<file path="src/f2i_pkg.sv">
// ----------------------------------------------------------------------------
// f2i_pkg
// Types and constants for the IEEE float to int32 PCM sample converter.
// ----------------------------------------------------------------------------
package f2i_pkg;

  // Register map (word index)
  localparam int unsigned RegSampleIsDouble = 0;
  localparam int unsigned PaddrWidth        = 3;

  // binary64 / binary32 field constants
  localparam logic [10:0] DblExpSpecial = 11'h7FF;
  localparam logic [7:0]  SglExpSpecial = 8'hFF;
  localparam int          DblBias       = 1023;
  localparam int          SglBias       = 127;

  // PCM limits
  localparam logic signed [31:0] PcmMax = 32'sh7FFF_FFFF;
  localparam logic signed [31:0] PcmMin = 32'sh8000_0000;

  // Truncated magnitude thresholds
  localparam logic [32:0] MagLimit = 33'h0_8000_0000;

  // Valid right-shift range for the rounded product
  localparam logic [5:0] ShiftLow  = 6'd21;
  localparam logic [5:0] ShiftHigh = 6'd53;

  typedef struct packed {
    logic [63:0] sample_bits;
    logic        last_sample;
  } sample_t;

  typedef struct packed {
    logic signed [31:0] pcm_sample;
    logic               clipped;
    logic               last_out;
  } pcm_t;

endpackage

</file>
<file path="src/float_to_int32_pcm_convert.sv">
// A sample passes the input, rounded-product and output registers in order before pcm.
// Throughput: one sample per cycle; a stage advances whenever the next one can take it,
// so bubbles close up and the input stalls only with all three stages full.
// Stage 1 registers the raw word, stage 2 holds the exactly rounded product,
// stage 3 holds the truncated and saturated sample.
// Reset (rst, synchronous): all stages empty, sample_is_double cleared to 0.
// ----------------------------------------------------------------------------
// float_to_int32_pcm_convert
// Converts binary32/binary64 audio samples to signed 32-bit PCM with
// saturation and a clip flag.
// ----------------------------------------------------------------------------
module float_to_int32_pcm_convert (
  input  logic                          clk,
  input  logic                          rst,
  input  logic                          sample_valid,
  output logic                          sample_ready,
  input  f2i_pkg::sample_t              sample,
  output logic                          pcm_valid,
  input  logic                          pcm_ready,
  output f2i_pkg::pcm_t                 pcm,
  input  logic                          psel,
  input  logic                          penable,
  input  logic                          pwrite,
  input  logic [f2i_pkg::PaddrWidth-1:0] paddr,
  input  logic [31:0]                   pwdata,
  output logic [31:0]                   prdata,
  output logic                          pready
);
  import f2i_pkg::*;

  logic sample_is_double;

  // Stage A: input register
  logic    a_valid;
  sample_t a_data;

  // Stage B: rounded product
  logic        b_valid;
  logic        b_sign;
  logic        b_nan;
  logic        b_big;
  logic        b_tiny;
  logic [53:0] b_round;
  logic [5:0]  b_shift;
  logic        b_last;

  // Stage C: output register
  logic c_valid;
  pcm_t c_data;

  logic a_ready, b_ready, c_ready;

  // Register port
  assign pready = 1'b1;
  assign prdata = {31'b0, sample_is_double};

  always_ff @(posedge clk) begin
    if (rst) begin
      sample_is_double <= 1'b0;
    end else if (psel && penable && pwrite && pready) begin
      if (paddr[PaddrWidth-1:2] == RegSampleIsDouble[PaddrWidth-3:0]) begin
        sample_is_double <= pwdata[0];
      end
    end
  end

  // Pipeline flow control
  assign c_ready      = !c_valid || pcm_ready;
  assign b_ready      = !b_valid || c_ready;
  assign a_ready      = !a_valid || b_ready;
  assign sample_ready = a_ready;
  assign pcm_valid    = c_valid;
  assign pcm          = c_data;

  always_ff @(posedge clk) begin
    if (rst) begin
      a_valid <= 1'b0;
    end else if (a_ready) begin
      a_valid <= sample_valid;
    end
  end

  always_ff @(posedge clk) begin
    if (a_ready && sample_valid) begin
      a_data <= sample;
    end
  end

  // Decode, exact product by (2^31 - 1), round to 53 bits
  logic               d_sign;
  logic               d_special;
  logic               d_zero_exp;
  logic               d_frac_nz;
  logic signed [12:0] d_exp;
  logic [52:0]        d_mant;
  logic [83:0]        d_prod;
  logic               d_hi;
  logic [52:0]        d_keep;
  logic               d_guard;
  logic               d_sticky;
  logic [53:0]        d_round;
  logic signed [12:0] d_shift;

  always_comb begin
    if (sample_is_double) begin
      d_sign     = a_data.sample_bits[63];
      d_special  = a_data.sample_bits[62:52] == DblExpSpecial;
      d_zero_exp = a_data.sample_bits[62:52] == 11'd0;
      d_frac_nz  = |a_data.sample_bits[51:0];
      d_exp      = $signed({2'b00, a_data.sample_bits[62:52]}) - 13'(DblBias);
      d_mant     = {1'b1, a_data.sample_bits[51:0]};
    end else begin
      d_sign     = a_data.sample_bits[31];
      d_special  = a_data.sample_bits[30:23] == SglExpSpecial;
      d_zero_exp = a_data.sample_bits[30:23] == 8'd0;
      d_frac_nz  = |a_data.sample_bits[22:0];
      d_exp      = $signed({5'b0, a_data.sample_bits[30:23]}) - 13'(SglBias);
      d_mant     = {1'b1, a_data.sample_bits[22:0], 29'b0};
    end
    d_prod = {d_mant, 31'b0} - {31'b0, d_mant};
    d_hi   = d_prod[83];
    if (d_hi) begin
      d_keep   = d_prod[83:31];
      d_guard  = d_prod[30];
      d_sticky = |d_prod[29:0];
    end else begin
      d_keep   = d_prod[82:30];
      d_guard  = d_prod[29];
      d_sticky = |d_prod[28:0];
    end
    d_round = {1'b0, d_keep} + 54'(d_guard && (d_sticky || d_keep[0]));
    d_shift = 13'sd22 - d_exp - $signed({12'b0, d_hi});
  end

  always_ff @(posedge clk) begin
    if (rst) begin
      b_valid <= 1'b0;
    end else if (b_ready) begin
      b_valid <= a_valid;
    end
  end

  always_ff @(posedge clk) begin
    if (b_ready && a_valid) begin
      b_sign  <= d_sign;
      b_nan   <= d_special && d_frac_nz;
      b_big   <= (d_special && !d_frac_nz) || (!d_special && !d_zero_exp && d_exp >= 13'sd1);
      b_tiny  <= !d_special && (d_zero_exp || d_exp <= -13'sd32);
      b_round <= d_round;
      b_shift <= d_shift[5:0];
      b_last  <= a_data.last_sample;
    end
  end

  // Truncate toward zero and saturate
  logic [53:0] t_full;
  logic [32:0] t_mag;
  pcm_t        t_res;

  always_comb begin
    t_full           = b_round >> b_shift;
    t_mag            = t_full[32:0];
    t_res.last_out   = b_last;
    t_res.clipped    = 1'b0;
    t_res.pcm_sample = '0;
    if (b_nan) begin
      t_res.clipped = 1'b1;
    end else if (b_tiny) begin
      t_res.pcm_sample = '0;
    end else if (!b_sign) begin
      if (b_big || t_mag >= MagLimit) begin
        t_res.pcm_sample = PcmMax;
        t_res.clipped    = 1'b1;
      end else begin
        t_res.pcm_sample = $signed(t_mag[31:0]);
      end
    end else begin
      if (b_big || t_mag > MagLimit) begin
        t_res.pcm_sample = PcmMin;
        t_res.clipped    = 1'b1;
      end else begin
        t_res.pcm_sample = $signed(32'd0 - t_mag[31:0]);
      end
    end
  end

  always_ff @(posedge clk) begin
    if (rst) begin
      c_valid <= 1'b0;
    end else if (c_ready) begin
      c_valid <= b_valid;
    end
  end

  always_ff @(posedge clk) begin
    if (c_ready && b_valid) begin
      c_data <= t_res;
    end
  end

`ifndef ASSERT_OFF
  // A clipped result is a limit, or zero for NaN
  assert property (@(posedge clk) disable iff (rst)
    c_valid && c_data.clipped |->
      c_data.pcm_sample == PcmMax || c_data.pcm_sample == PcmMin ||
      c_data.pcm_sample == '0)
    else $error("clipped result is not a limit or zero");

  // Back-pressure reaches the input only when every stage is full
  assert property (@(posedge clk) disable iff (rst)
    !sample_ready |-> a_valid && b_valid && c_valid && !pcm_ready)
    else $error("input stalled with an empty stage");

  // In-range samples carry a shift inside the truncation window
  assert property (@(posedge clk) disable iff (rst)
    b_valid && !b_nan && !b_big && !b_tiny |->
      b_shift >= ShiftLow && b_shift <= ShiftHigh)
    else $error("product shift out of range");

  // A stalled output stage keeps its result
  assert property (@(posedge clk) disable iff (rst)
    c_valid && !pcm_ready |=> c_valid && $stable(c_data))
    else $error("output stage changed while stalled");
`endif

endmodule
</file>
<file path="config.mk">
export PLATFORM = sky130hd
export DESIGN_NAME = float_to_int32_pcm_convert
export DESIGN_NICKNAME = d
export VERILOG_FILES = /design/src/f2i_pkg.sv /design/src/float_to_int32_pcm_convert.sv
export SDC_FILE = /design/constraint.sdc
export NUM_CORES = 1
export LEC_CHECK = 0
export BUFFER_PORTS_ARGS = -buffer_cell sky130_fd_sc_hd__buf_2
export CAP_MARGIN = 20
export CORE_AREA = 2 2 230 232
export DETAILED_ROUTE_END_ITERATION = 12
export DIE_AREA = 0 0 232 234
export GPL_TIMING_DRIVEN = 0
export PLACE_DENSITY = 0.42
export SETUP_SLACK_MARGIN = 0.3
export SLEW_MARGIN = 20
export SYNTH_ARGS = -nofsm -noshare
export SYNTH_HDL_FRONTEND = slang
export SYNTH_SLANG_ARGS = --single-unit
</file>
<file path="constraint.sdc">
create_clock -name clk -period 9.61 [get_ports clk]
set_clock_uncertainty 0.05 [all_clocks]
set_input_delay 2.883 -clock clk [delete_from_list [all_inputs] [get_ports clk]]
set_output_delay 2.883 -clock clk [all_outputs]
set_load 0.005 [all_outputs]
</file>
==> results of run 1 <==
-- final cells by class --
cell class / count / area [µm²]
timing repair buffer: 120 / 758
clock buffer: 19 / 433
multi-input combinational: 1317 / 9600
sequential: 168 / 5000
fill: 5417 / 34300
clock inverter: 13 / 135
buffer: 135 / 774
inverter: 45 / 181
tap: 688 / 861
-- logic make-up (layout without fill, tap and decap cells) --
| logic type | Yosys count | after routing | synth area share, % |
|---|---|---|---|
| compound gates | 391 | 391 | 16.7 |
| other cells | 2 | 32 | 0.0489 |
| mux | 136 | 136 | 15.4 |
| xor+xnor | 112 | 112 | 6.44 |
| flops | 168 | 168 | 32.6 |
| simple gates | 625 | 625 | 21.2 |
| fa+ha+maj | 21 | 21 | 1.65 |
| buf+inv | 180 | 332 | 6.01 |
-- worst register-to-register path, delay by kind of cell, from the launching register on --
kind | cells | cell delay [ns]
buffers and inverters | 17 | 4.08
AOI/OAI and AO/OA | 8 | 1.97
and+or+nand+nor | 6 | 1.47
adders and majority gates | 2 | 0.49
DFF | 1 | 0.36
xor gates and xnor gates | 1 | 0.16
-- through the flow --
step,hold WS (ns),area (µm²),setup TNS [ns],utilization [%]
6_report,0.373,17700,0,34.1
5_1_grt,0.382,17700,0,34.1
4_1_cts,0.372,17700,0,34.1
3_5_place_dp,0.356,17100,-57.31,32.9
3_3_place_gp,0.360,16900,-111.85,32.4
2_1_floorplan,0.350,15500,0,-
-- cell usage after synthesis (8+ instances only) --
cell | number | share of area [%]
sky130_fd_sc_hd__nor3_1 | 66 | 2.2
sky130_fd_sc_hd__or2_2 | 8 | 0.33
sky130_fd_sc_hd__a211oi_1 | 25 | 1.2
sky130_fd_sc_hd__nand4_1 | 10 | 0.41
sky130_fd_sc_hd__o211ai_1 | 13 | 0.64
sky130_fd_sc_hd__nand2b_1 | 46 | 1.9
sky130_fd_sc_hd__mux4_2 | 79 | 12
sky130_fd_sc_hd__buf_4 | 42 | 2.1
sky130_fd_sc_hd__a31o_2 | 8 | 0.46
sky130_fd_sc_hd__ha_1 | 13 | 1.1
sky130_fd_sc_hd__o22ai_1 | 11 | 0.45
sky130_fd_sc_hd__xor2_1 | 38 | 2.2
sky130_fd_sc_hd__a31oi_1 | 28 | 1.1
sky130_fd_sc_hd__mux2i_1 | 43 | 2.8
sky130_fd_sc_hd__nor2b_1 | 30 | 1.2
sky130_fd_sc_hd__edfxtp_1 | 164 | 32
sky130_fd_sc_hd__nor3b_1 | 13 | 0.64
sky130_fd_sc_hd__a21o_1 | 19 | 0.93
sky130_fd_sc_hd__buf_1 | 15 | 0.37
sky130_fd_sc_hd__o21ai_0 | 81 | 2.6
sky130_fd_sc_hd__nor4_1 | 18 | 0.73
sky130_fd_sc_hd__buf_2 | 14 | 0.46
sky130_fd_sc_hd__mux2_2 | 14 | 1.0
sky130_fd_sc_hd__inv_1 | 41 | 1.0
sky130_fd_sc_hd__clkbuf_1 | 56 | 1.4
sky130_fd_sc_hd__and3_1 | 16 | 0.65
sky130_fd_sc_hd__nand3_1 | 36 | 1.2
sky130_fd_sc_hd__a21oi_1 | 107 | 3.5
sky130_fd_sc_hd__a221oi_1 | 9 | 0.51
sky130_fd_sc_hd__xnor2_1 | 73 | 4.2
sky130_fd_sc_hd__nand2_1 | 171 | 4.2
sky130_fd_sc_hd__nor2_1 | 131 | 3.2
sky130_fd_sc_hd__or3_1 | 15 | 0.61
sky130_fd_sc_hd__and2_1 | 16 | 0.65
sky130_fd_sc_hd__buf_6 | 8 | 0.59
-- registers in the layout (all words and copies together) (netlist names), 6 cells and up --
name and cells:
a_data 65, b_round 54, pcm 34, b_shift 6
-- how the worst min path moves through the flow --
stage	start	slack, ns	to	cells after the start
after floorplan	a_data[0]$_DFFE_PP_	0.35	b_last$_DFFE_PP_	0
after global placement	b_last$_DFFE_PP_	0.36	pcm[0]$_DFFE_PP_	0
after detailed placement	a_data[0]$_DFFE_PP_	0.36	b_last$_DFFE_PP_	0
after CTS	a_data[0]$_DFFE_PP_	0.37	b_last$_DFFE_PP_	0
after global routing	a_data[0]$_DFFE_PP_	0.38	b_last$_DFFE_PP_	0
final	a_data[0]$_DFFE_PP_	0.37	b_last$_DFFE_PP_	0
-- report_power, final --
group	internal (mW)	switching (mW)
registers	0.866	0.0493
logic	0.322	0.512
clock network	0.362	0.324
-- repair_timing --
item	in CTS	in global routing
buffers inserted	3	0
endpoints found under the setup margin	56	17
resized for setup	13	10
pin swaps	1	0
-- cells in the final DEF, fill, tap and decap left out, drive strengths merged, types with 47 or more instances in the layout --
master / instances
nor3: 69
edfxtp: 164
nand2: 171
inv: 47
xnor2: 74
clkbuf: 79
buf: 195
nor2: 131
a21oi: 107
o21ai: 86
mux4: 79
-- routing by layer --
metal | global-route usage [%] | vias to the layer above | share of wire (%)
met5 | 0 | - | 0
met4 | 8.51 | 0 | 3.5
met3 | 2.91 | 87 | 3.6
met2 | 35.3 | 398 | 47
met1 | 28.2 | 6786 | 45
li1 | - | 6472 | -
==> impl_metrics.xml, run 1 <==
<?xml version="1.0" encoding="UTF-8"?>
<metrics>
  <group name="clock_tree">
    <metric name="clock_sink_count" unit="">168</metric>
    <metric name="cts_max_level" unit="">4</metric>
    <metric name="cts_root_buf" unit="">sky130_fd_sc_hd__clkbuf_16</metric>
    <metric name="clk_latency" unit="ns">0.49</metric>
    <metric name="cts_hold_buffers" unit="">0</metric>
    <metric name="clkTransAtPathRegs" unit="ns">0.07</metric>
    <metric name="cts_inserted_buffers" unit="">17</metric>
    <metric name="tritoncts" unit="">done</metric>
    <metric name="max-clock-path-buffers" unit="">2</metric>
  </group>
  <group name="final_layout">
    <metric name="final_layout_size_suffix_gt1_share" unit="%">20.0</metric>
    <metric name="flow.area_growth_from_synthesis" unit="%">15.6</metric>
    <metric name="diodes" unit="">0</metric>
    <metric name="num-nets-final" unit="">1925</metric>
    <metric name="final-instance-count-excl-fill" unit="">2505</metric>
  </group>
  <group name="sta">
    <metric name="postLayoutSetupSlackWorst" unit="ns">0.773</metric>
    <metric name="maxSlewHeadroom" unit="%">24.8</metric>
    <metric name="setup_repair_after_global_routing_missed_its_margin" unit="">false</metric>
    <metric name="clock.fmax" unit="MHz">113</metric>
    <metric name="finalWorstPathRequiredPeriod" unit="ns">8.84</metric>
    <metric name="maxSlewViolCount" unit="">0</metric>
    <metric name="worst_pin_slew" unit="ns">1.12</metric>
    <metric name="hold_viol_final" unit="">0</metric>
    <metric name="layout_worst_path_cycle_share" unit="%">92.0</metric>
    <metric name="final-setup-viol-count" unit="">0</metric>
  </group>
  <group name="critical_path">
    <metric name="worstPathRequired" unit="ns">9.78</metric>
    <metric name="critical_path_cell_count" unit="">34</metric>
    <metric name="criticalPathCategory" unit="">reg2reg</metric>
    <metric name="r2r_cells" unit="">34</metric>
    <metric name="critical_path.endpoint_type" unit="">flip-flop</metric>
    <metric name="slowest_stage" unit="">sky130_fd_sc_hd__nor4_2</metric>
    <metric name="crit_family" unit="">buffers and inverters</metric>
    <metric name="critPathMostFrequentCell" unit="">sky130_fd_sc_hd__clkbuf_4</metric>
    <metric name="biggest_cell_delay_along_the_critical_path" unit="ns">0.42</metric>
    <metric name="crit_fanout" unit="">10</metric>
    <metric name="crit_arrival" unit="ns">9.00</metric>
    <metric name="crit_path_start" unit="">sample_is_double$_SDFFE_PP0P_</metric>
    <metric name="reg2reg_from" unit="">sample_is_double$_SDFFE_PP0P_</metric>
    <metric name="worst_setup_slack_for_register_to_register_paths" unit="ns">0.77</metric>
    <metric name="critical_path_buf_inv_count" unit="">17</metric>
    <metric name="worstSetupEndpoint" unit="">b_round[48]$_DFFE_PP_</metric>
    <metric name="worst_r2r_endpoint" unit="">b_round[48]$_DFFE_PP_</metric>
    <metric name="critPathLaunchType" unit="">flip-flop</metric>
  </group>
  <group name="floorplanning">
    <metric name="dieHeight" unit="µm">234</metric>
    <metric name="die-area" unit="µm²">54300</metric>
    <metric name="floorplan.initialDensity" unit="%">29.5</metric>
    <metric name="floorplan.rows" unit="">84</metric>
    <metric name="core_area" unit="µm²">52000</metric>
    <metric name="boundaryPins" unit="">176</metric>
    <metric name="floorplan.die.width" unit="µm">232</metric>
  </group>
  <group name="yosys">
    <metric name="yosysWarningCount" unit="">0</metric>
    <metric name="number_of_flip_flops_and_latches_in_the_synthesized_netlist" unit="">168</metric>
    <metric name="synth_flop_cell" unit="">sky130_fd_sc_hd__edfxtp_1</metric>
    <metric name="post_synth_num_cell_types" unit="">98</metric>
    <metric name="syn-mean-instance-area" unit="µm²">9.39</metric>
    <metric name="post_synth_inst_count" unit="">1635</metric>
    <metric name="syn_area" unit="µm²">15400</metric>
    <metric name="synth_enable_flop_cells" unit="">164</metric>
    <metric name="postSynth.asyncResetShare" unit="%">0</metric>
    <metric name="synth_seq_area_share" unit="%">32.6</metric>
  </group>
  <group name="routing">
    <metric name="firstDrtPassIters" unit="">5</metric>
    <metric name="dr.first_iter.drc_count" unit="">1112</metric>
    <metric name="antenna_violating_nets_post_route" unit="">0</metric>
    <metric name="routed_length_per_placed_instance" unit="µm">22.8</metric>
    <metric name="viasPerCell" unit="">5.49</metric>
    <metric name="drt_drc_violations_left" unit="">0</metric>
    <metric name="wirelength" unit="mm">57.1</metric>
    <metric name="via_count" unit="">13700</metric>
  </group>
  <group name="global_routing">
    <metric name="grt_overflow" unit="">0</metric>
    <metric name="number_of_antenna_violations_at_the_first_check_in_global_routing" unit="">0</metric>
    <metric name="grt_start_max_net_pins" unit="">29</metric>
    <metric name="grt_pass1_vias" unit="">13400</metric>
    <metric name="grt_util_all_layers" unit="%">21.3</metric>
    <metric name="grt_first_pass_wirelength" unit="mm">86.3</metric>
  </group>
  <group name="flow_run">
    <metric name="timing.max_cap.violations" unit="">0</metric>
  </group>
  <group name="power_and_ir_drop">
    <metric name="power_leakage" unit="nW">6.33</metric>
    <metric name="power.ir.vdd_worst" unit="mV">0.101</metric>
    <metric name="power.density_cell_area" unit="nW/µm²">137</metric>
    <metric name="total_power" unit="mW">2.43</metric>
  </group>
  <group name="min_path">
    <metric name="worst_hold_path_type" unit="">reg2reg</metric>
  </group>
  <group name="placement">
    <metric name="placed_cells" unit="">2470</metric>
    <metric name="post_place_setup_slack" unit="ns">-2.35</metric>
    <metric name="buffer_ports.inserted" unit="">110</metric>
    <metric name="gp_congestion" unit="">0.932</metric>
    <metric name="dp_hpwl" unit="mm">46.3</metric>
  </group>
  <group name="status">
    <metric name="run_status" unit="">finished, final reports clean</metric>
  </group>
</metrics>
(Power assumes the default switching activity.)
==> inputs of run 2 (changes only) <==
PLACE_DENSITY = default   (was 0.42)
PLACE_DENSITY_LB_ADDON = 0.15   (was default)
==> impl_metrics.xml, run 2 (synthesis results as in run 1) <==
<?xml version="1.0" encoding="UTF-8"?>
<metrics>
  <group name="clock_tree">
    <metric name="max-clock-path-buffers" unit="">2</metric>
    <metric name="cts_hold_buffers" unit="">0</metric>
    <metric name="clock_sink_count" unit="">168</metric>
    <metric name="clkTransAtPathRegs" unit="ns">0.07</metric>
    <metric name="tritoncts" unit="">done</metric>
    <metric name="cts_max_level" unit="">4</metric>
    <metric name="clk_latency" unit="ns">0.49</metric>
    <metric name="cts_inserted_buffers" unit="">17</metric>
    <metric name="cts_root_buf" unit="">sky130_fd_sc_hd__clkbuf_16</metric>
  </group>
  <group name="power_and_ir_drop">
    <metric name="internal_power" unit="mW">1.53</metric>
    <metric name="sw_frac_of_total" unit="%">36.6</metric>
    <metric name="p_switching" unit="µW">882</metric>
    <metric name="p_seq_share" unit="%">37.9</metric>
    <metric name="power.density_cell_area" unit="nW/µm²">136</metric>
    <metric name="p_comb_share" unit="%">34.1</metric>
    <metric name="total_power" unit="mW">2.41</metric>
    <metric name="power_leakage" unit="nW">6.32</metric>
    <metric name="power.ir.vdd_worst" unit="mV">0.102</metric>
    <metric name="p_clk_share" unit="%">28.0</metric>
  </group>
  <group name="critical_path">
    <metric name="crit_arrival" unit="ns">9.00</metric>
    <metric name="slowest_stage" unit="">sky130_fd_sc_hd__a221oi_1</metric>
    <metric name="criticalPathCategory" unit="">reg2reg</metric>
    <metric name="critical_path.endpoint_type" unit="">flip-flop</metric>
    <metric name="worstPathRequired" unit="ns">9.78</metric>
    <metric name="biggest_cell_delay_along_the_critical_path" unit="ns">0.36</metric>
    <metric name="crit_fanout" unit="">10</metric>
    <metric name="critPathMostFrequentCell" unit="">sky130_fd_sc_hd__clkbuf_4</metric>
    <metric name="critPathLaunchType" unit="">flip-flop</metric>
  </group>
  <group name="sta">
    <metric name="final-setup-viol-count" unit="">0</metric>
    <metric name="finalWorstPathRequiredPeriod" unit="ns">8.83</metric>
    <metric name="worst_pin_slew" unit="ns">0.974</metric>
    <metric name="maxSlewHeadroom" unit="%">34.4</metric>
    <metric name="maxSlewViolCount" unit="">0</metric>
    <metric name="clock.fmax" unit="MHz">113</metric>
    <metric name="setup_repair_after_global_routing_missed_its_margin" unit="">false</metric>
    <metric name="timing.setup.tns" unit="ns">0</metric>
    <metric name="hold_viol_final" unit="">0</metric>
    <metric name="layout_worst_path_cycle_share" unit="%">91.9</metric>
  </group>
  <group name="global_routing">
    <metric name="grt_util_all_layers" unit="%">20.6</metric>
    <metric name="grt_start_max_net_pins" unit="">30</metric>
    <metric name="number_of_antenna_violations_at_the_first_check_in_global_routing" unit="">0</metric>
    <metric name="grt_pass1_vias" unit="">13300</metric>
    <metric name="grt_first_pass_wirelength" unit="mm">84.1</metric>
    <metric name="grt_overflow" unit="">0</metric>
  </group>
  <group name="routing">
    <metric name="drt_drc_violations_left" unit="">0</metric>
    <metric name="antenna_violating_nets_post_route" unit="">0</metric>
    <metric name="via_count" unit="">13900</metric>
    <metric name="dr.first_iter.drc_count" unit="">1046</metric>
    <metric name="viasPerCell" unit="">5.53</metric>
    <metric name="routed_length_per_placed_instance" unit="µm">22.0</metric>
    <metric name="wirelength" unit="mm">55.1</metric>
    <metric name="firstDrtPassIters" unit="">5</metric>
  </group>
  <group name="final_layout">
    <metric name="combined_area_of_the_multi_input_logic_cells" unit="µm²">9600</metric>
    <metric name="flow.area_growth_from_synthesis" unit="%">15.4</metric>
    <metric name="layout.filler_cells" unit="">5433</metric>
    <metric name="utilization" unit="%">34.0</metric>
    <metric name="mostFrequentLayoutCell" unit="">sky130_fd_sc_hd__nand2_1</metric>
    <metric name="layout_common_cells" unit="">sky130_fd_sc_hd__nand2_1, sky130_fd_sc_hd__edfxtp_1, sky130_fd_sc_hd__nor2_1</metric>
    <metric name="largest-register" unit="">a_data</metric>
    <metric name="regArea" unit="µm²">5000</metric>
    <metric name="final_layout_size_suffix_gt1_share" unit="%">20.0</metric>
    <metric name="diodes" unit="">0</metric>
    <metric name="final-instance-count-excl-fill" unit="">2503</metric>
    <metric name="num-nets-final" unit="">1924</metric>
    <metric name="post-route-cell-area" unit="µm²">17700</metric>
    <metric name="number_of_flip_flops_under_the_largest_register_name" unit="">65</metric>
  </group>
  <group name="placement">
    <metric name="dp_hpwl" unit="mm">45.0</metric>
    <metric name="gp_congestion" unit="">0.966</metric>
    <metric name="buffer_ports.inserted" unit="">110</metric>
    <metric name="placed_cells" unit="">2469</metric>
    <metric name="dpl-instance-area" unit="µm²">17100</metric>
  </group>
  <group name="status">
    <metric name="run_status" unit="">finished, final reports clean</metric>
  </group>
  <group name="floorplanning">
    <metric name="boundaryPins" unit="">176</metric>
    <metric name="floorplan.die.width" unit="µm">232</metric>
    <metric name="core_area" unit="µm²">52000</metric>
    <metric name="floorplan.rows" unit="">84</metric>
    <metric name="dieHeight" unit="µm">234</metric>
    <metric name="floorplan.initialDensity" unit="%">29.5</metric>
    <metric name="die-area" unit="µm²">54300</metric>
  </group>
  <group name="min_path">
    <metric name="worst_hold_path_type" unit="">reg2reg</metric>
  </group>
  <group name="flow_run">
    <metric name="timing.max_cap.violations" unit="">0</metric>
  </group>
</metrics>
[run 2: final cells by class]
type,count,share of cell area [%]
multi-input cells,1317,54.2
plain buffers,135,4.37
well taps,688,4.86
repair buffers,119,4.13
clock buffers,18,2.42
clock inverters,13,0.742
inverters,45,1.02
flip-flops and latches,168,28.3
[run 2: final timing paths]
path / to / startpoint / depth (start not counted) / slack, ns
worst max-delay path: b_round[32]$_DFFE_PP_ / sample_is_double$_SDFFE_PP0P_ / 36 / 0.78
worst min-delay path: b_last$_DFFE_PP_ / a_data[0]$_DFFE_PP_ / 0 / 0.37
worst max register to register: b_round[32]$_DFFE_PP_ / sample_is_double$_SDFFE_PP0P_ / 36 / 0.78
worst min register to register: b_last$_DFFE_PP_ / a_data[0]$_DFFE_PP_ / 0 / 0.37
[run 2: repair_timing]
| action | in CTS | in global routing |
|---|---|---|
| gates resized for setup | 12 | 10 |
| endpoints found under the hold margin | 0 | 0 |
| gates cloned | 0 | 0 |
| pin swaps | 1 | 2 |
| setup buffers | 3 | 0 |
| setup endpoints to repair | 53 | 18 |
[run 2: power groups by stage]
| stage | logic [mW] | registers [mW] | clock network [mW] |
|---|---|---|---|
| 2_1_floorplan | 0.566 | 0.913 | 0 |
| 3_3_place_gp | 0.805 | 0.935 | 0 |
| 3_5_place_dp | 0.809 | 0.930 | 0 |
| 4_1_cts | 0.814 | 0.914 | 0.702 |
| 5_1_grt | 0.895 | 0.920 | 0.726 |
| 6_report | 0.822 | 0.914 | 0.675 |
[run 2: metal layers]
metal	vias to the layer above	part of all wire (%)	GRT usage [%]
li1	6488	-	-
met1	6810	45	27.1
met2	447	47	33.2
met3	105	4.1	3.08
met4	0	4.6	10.2
met5	-	0	0
[run 2: worst max-delay path, delay by kind of cell, from the launching register on]
kind / cells / cell delay (ns)
compound gates: 9 / 2.01
flops: 1 / 0.35
buf+inv: 19 / 4.53
xor+xnor: 1 / 0.14
fa+ha+maj: 2 / 0.51
simple gates: 5 / 0.92
[run 2: stage by stage]
step / hold WS [ns] / worst slack [ns]
2_1_floorplan: 0.350 / 1.26
3_5_place_dp: 0.361 / -2.19
4_1_cts: 0.378 / 0.359
6_report: 0.374 / 0.778
3_3_place_gp: 0.355 / -2.18
5_1_grt: 0.392 / 0.317
==> inputs of run 3 (changes only) <==
CTS_BUF_LIST = sky130_fd_sc_hd__clkbuf_2   (was default)
==> impl_metrics.xml, run 3 (synthesis results as in run 1) <==
<?xml version="1.0" encoding="UTF-8"?>
<metrics>
  <group name="clock_tree">
    <metric name="tritoncts" unit="">done</metric>
    <metric name="max-clock-path-buffers" unit="">2</metric>
    <metric name="cts_max_level" unit="">4</metric>
    <metric name="cts_root_buf" unit="">sky130_fd_sc_hd__clkbuf_2</metric>
    <metric name="clk_latency" unit="ns">1.03</metric>
    <metric name="clkTransAtPathRegs" unit="ns">0.28</metric>
    <metric name="cts_inserted_buffers" unit="">17</metric>
    <metric name="cts_hold_buffers" unit="">0</metric>
    <metric name="clock_sink_count" unit="">168</metric>
  </group>
  <group name="power_and_ir_drop">
    <metric name="sw_frac_of_total" unit="%">40.2</metric>
    <metric name="p_seq_share" unit="%">43.0</metric>
    <metric name="internal_power" unit="mW">1.27</metric>
    <metric name="total_power" unit="mW">2.13</metric>
    <metric name="p_clk_share" unit="%">18.3</metric>
    <metric name="power_leakage" unit="nW">6.19</metric>
    <metric name="power.density_cell_area" unit="nW/µm²">122</metric>
    <metric name="p_comb_share" unit="%">38.7</metric>
    <metric name="power.ir.vdd_worst" unit="mV">0.0734</metric>
    <metric name="p_switching" unit="µW">856</metric>
  </group>
  <group name="final_layout">
    <metric name="regArea" unit="µm²">5000</metric>
    <metric name="largest-register" unit="">a_data</metric>
    <metric name="layout_common_cells" unit="">sky130_fd_sc_hd__nand2_1, sky130_fd_sc_hd__edfxtp_1, sky130_fd_sc_hd__nor2_1</metric>
    <metric name="flow.area_growth_from_synthesis" unit="%">13.2</metric>
    <metric name="num-nets-final" unit="">1924</metric>
    <metric name="post-route-cell-area" unit="µm²">17400</metric>
    <metric name="layout.filler_cells" unit="">5484</metric>
    <metric name="number_of_flip_flops_under_the_largest_register_name" unit="">65</metric>
    <metric name="utilization" unit="%">33.4</metric>
    <metric name="final_layout_size_suffix_gt1_share" unit="%">20.1</metric>
    <metric name="mostFrequentLayoutCell" unit="">sky130_fd_sc_hd__nand2_1</metric>
    <metric name="combined_area_of_the_multi_input_logic_cells" unit="µm²">9600</metric>
  </group>
  <group name="critical_path">
    <metric name="critical_path.endpoint_type" unit="">flip-flop</metric>
    <metric name="crit_arrival" unit="ns">9.60</metric>
    <metric name="worstPathRequired" unit="ns">10.37</metric>
    <metric name="critPathLaunchType" unit="">flip-flop</metric>
    <metric name="critPathMostFrequentCell" unit="">sky130_fd_sc_hd__clkbuf_4</metric>
    <metric name="slowest_stage" unit="">sky130_fd_sc_hd__dfxtp_1</metric>
    <metric name="crit_fanout" unit="">10</metric>
    <metric name="criticalPathCategory" unit="">reg2reg</metric>
    <metric name="biggest_cell_delay_along_the_critical_path" unit="ns">0.42</metric>
  </group>
  <group name="sta">
    <metric name="final-setup-viol-count" unit="">0</metric>
    <metric name="setup_repair_after_global_routing_missed_its_margin" unit="">false</metric>
    <metric name="worst_pin_slew" unit="ns">1.06</metric>
    <metric name="postLayoutSetupSlackWorst" unit="ns">0.771</metric>
    <metric name="maxSlewHeadroom" unit="%">28.4</metric>
    <metric name="timing.hold.ws" unit="ns">0.410</metric>
    <metric name="finalWorstPathRequiredPeriod" unit="ns">8.84</metric>
    <metric name="clock.fmax" unit="MHz">113</metric>
    <metric name="layout_worst_path_cycle_share" unit="%">92.0</metric>
    <metric name="hold_viol_final" unit="">0</metric>
    <metric name="maxSlewViolCount" unit="">0</metric>
  </group>
  <group name="placement">
    <metric name="buffer_ports.inserted" unit="">110</metric>
    <metric name="dpl-instance-area" unit="µm²">17100</metric>
    <metric name="gp_congestion" unit="">0.966</metric>
    <metric name="dp_hpwl" unit="mm">45.0</metric>
    <metric name="post_place_setup_slack" unit="ns">-2.19</metric>
  </group>
  <group name="global_routing">
    <metric name="grt_first_pass_wirelength" unit="mm">84.1</metric>
    <metric name="grt_start_max_net_pins" unit="">30</metric>
    <metric name="grt_util_all_layers" unit="%">20.6</metric>
    <metric name="grt_pass1_vias" unit="">13300</metric>
    <metric name="grt_overflow" unit="">0</metric>
    <metric name="number_of_antenna_violations_at_the_first_check_in_global_routing" unit="">1</metric>
  </group>
  <group name="routing">
    <metric name="drt_drc_violations_left" unit="">0</metric>
    <metric name="viasPerCell" unit="">5.53</metric>
    <metric name="dr.first_iter.drc_count" unit="">1106</metric>
    <metric name="routed_length_per_placed_instance" unit="µm">22.0</metric>
    <metric name="firstDrtPassIters" unit="">5</metric>
    <metric name="via_count" unit="">13800</metric>
    <metric name="wirelength" unit="mm">55.2</metric>
    <metric name="antenna_violating_nets_post_route" unit="">0</metric>
  </group>
  <group name="flow_run">
    <metric name="timing.max_cap.violations" unit="">0</metric>
  </group>
  <group name="floorplanning">
    <metric name="core_area" unit="µm²">52000</metric>
    <metric name="die-area" unit="µm²">54300</metric>
    <metric name="floorplan.rows" unit="">84</metric>
    <metric name="floorplan.initialDensity" unit="%">29.5</metric>
    <metric name="dieHeight" unit="µm">234</metric>
    <metric name="boundaryPins" unit="">176</metric>
    <metric name="floorplan.die.width" unit="µm">232</metric>
  </group>
  <group name="status">
    <metric name="run_status" unit="">finished, final reports clean</metric>
  </group>
  <group name="min_path">
    <metric name="worst_hold_path_type" unit="">reg2reg</metric>
  </group>
</metrics>
-- run 3: changes by cell type in the layout (fill, tap and decap cells not counted) --
cell	previous run	this run
sky130_fd_sc_hd__clkbuf_2	1	19
sky130_fd_sc_hd__clkbuf_16	17	0
sky130_fd_sc_hd__clkbuf_1	53	52
sky130_fd_sc_hd__diode_2	0	1
-- run 3: metrics by stage --
stage                     cells  setup TNS (ns)
after CTS                  2503               0
after global placement     2463          -99.13
final                      2504               0
after global routing       2504               0
after detailed placement   2469          -51.21
after floorplan            1665               0
-- run 3: repair_timing --
action                     CTS  global route
gates resized for setup     12            10
buffers inserted             3             0
pin swaps                    1             0
setup endpoints to repair   54            18
-- run 3: path summary, 6_finish.rpt --
check | from | endpoint | slack (ns) | depth (start not counted)
max | sample_is_double$_SDFFE_PP0P_ | b_round[32]$_DFFE_PP_ | 0.77 | 36
min | a_data[0]$_DFFE_PP_ | b_last$_DFFE_PP_ | 0.41 | 0
max reg2reg | sample_is_double$_SDFFE_PP0P_ | b_round[32]$_DFFE_PP_ | 0.77 | 36
min reg2reg | a_data[0]$_DFFE_PP_ | b_last$_DFFE_PP_ | 0.41 | 0
-- run 3: final cells by class --
cell class | count | area share, %
antenna | 1 | 0.0144
clock buffer | 18 | 0.518
sequential | 168 | 28.8
inverter | 45 | 1.04
clock inverter | 13 | 0.756
tap | 688 | 4.95
timing repair buffer | 119 | 4.21
multi-input combinational | 1317 | 55.3
buffer | 135 | 4.45
-- run 3: worst max-delay path, delay by kind of cell (launching register included) --
family / cells / cell delay (ns)
AO/OA/AOI/OAI: 9 / 2.01
XOR/XNOR: 1 / 0.14
adder cells (fa/ha/maj): 2 / 0.51
buffers and inverters: 19 / 4.51
flip-flops: 1 / 0.42
AND/OR/NAND/NOR: 5 / 0.93
-- run 3: power by group through the flow --
stage	Combinational (mW)	Clock [mW]	Sequential (mW)
finish	0.823	0.390	0.913
global route	0.895	0.435	0.920
CTS	0.814	0.414	0.913
detailed placement	0.809	0	0.930
global placement	0.805	0	0.935
floorplan	0.566	0	0.913
-- run 3: metal layers --
layer / track usage [%] / part of all wire (%) / vias to the layer above
li1: - / - / 6475
met1: 27.2 / 45 / 6835
met2: 33.4 / 47 / 430
met3: 2.81 / 4.0 / 103
met4: 9.70 / 4.3 / 0
met5: 0 / 0 / -
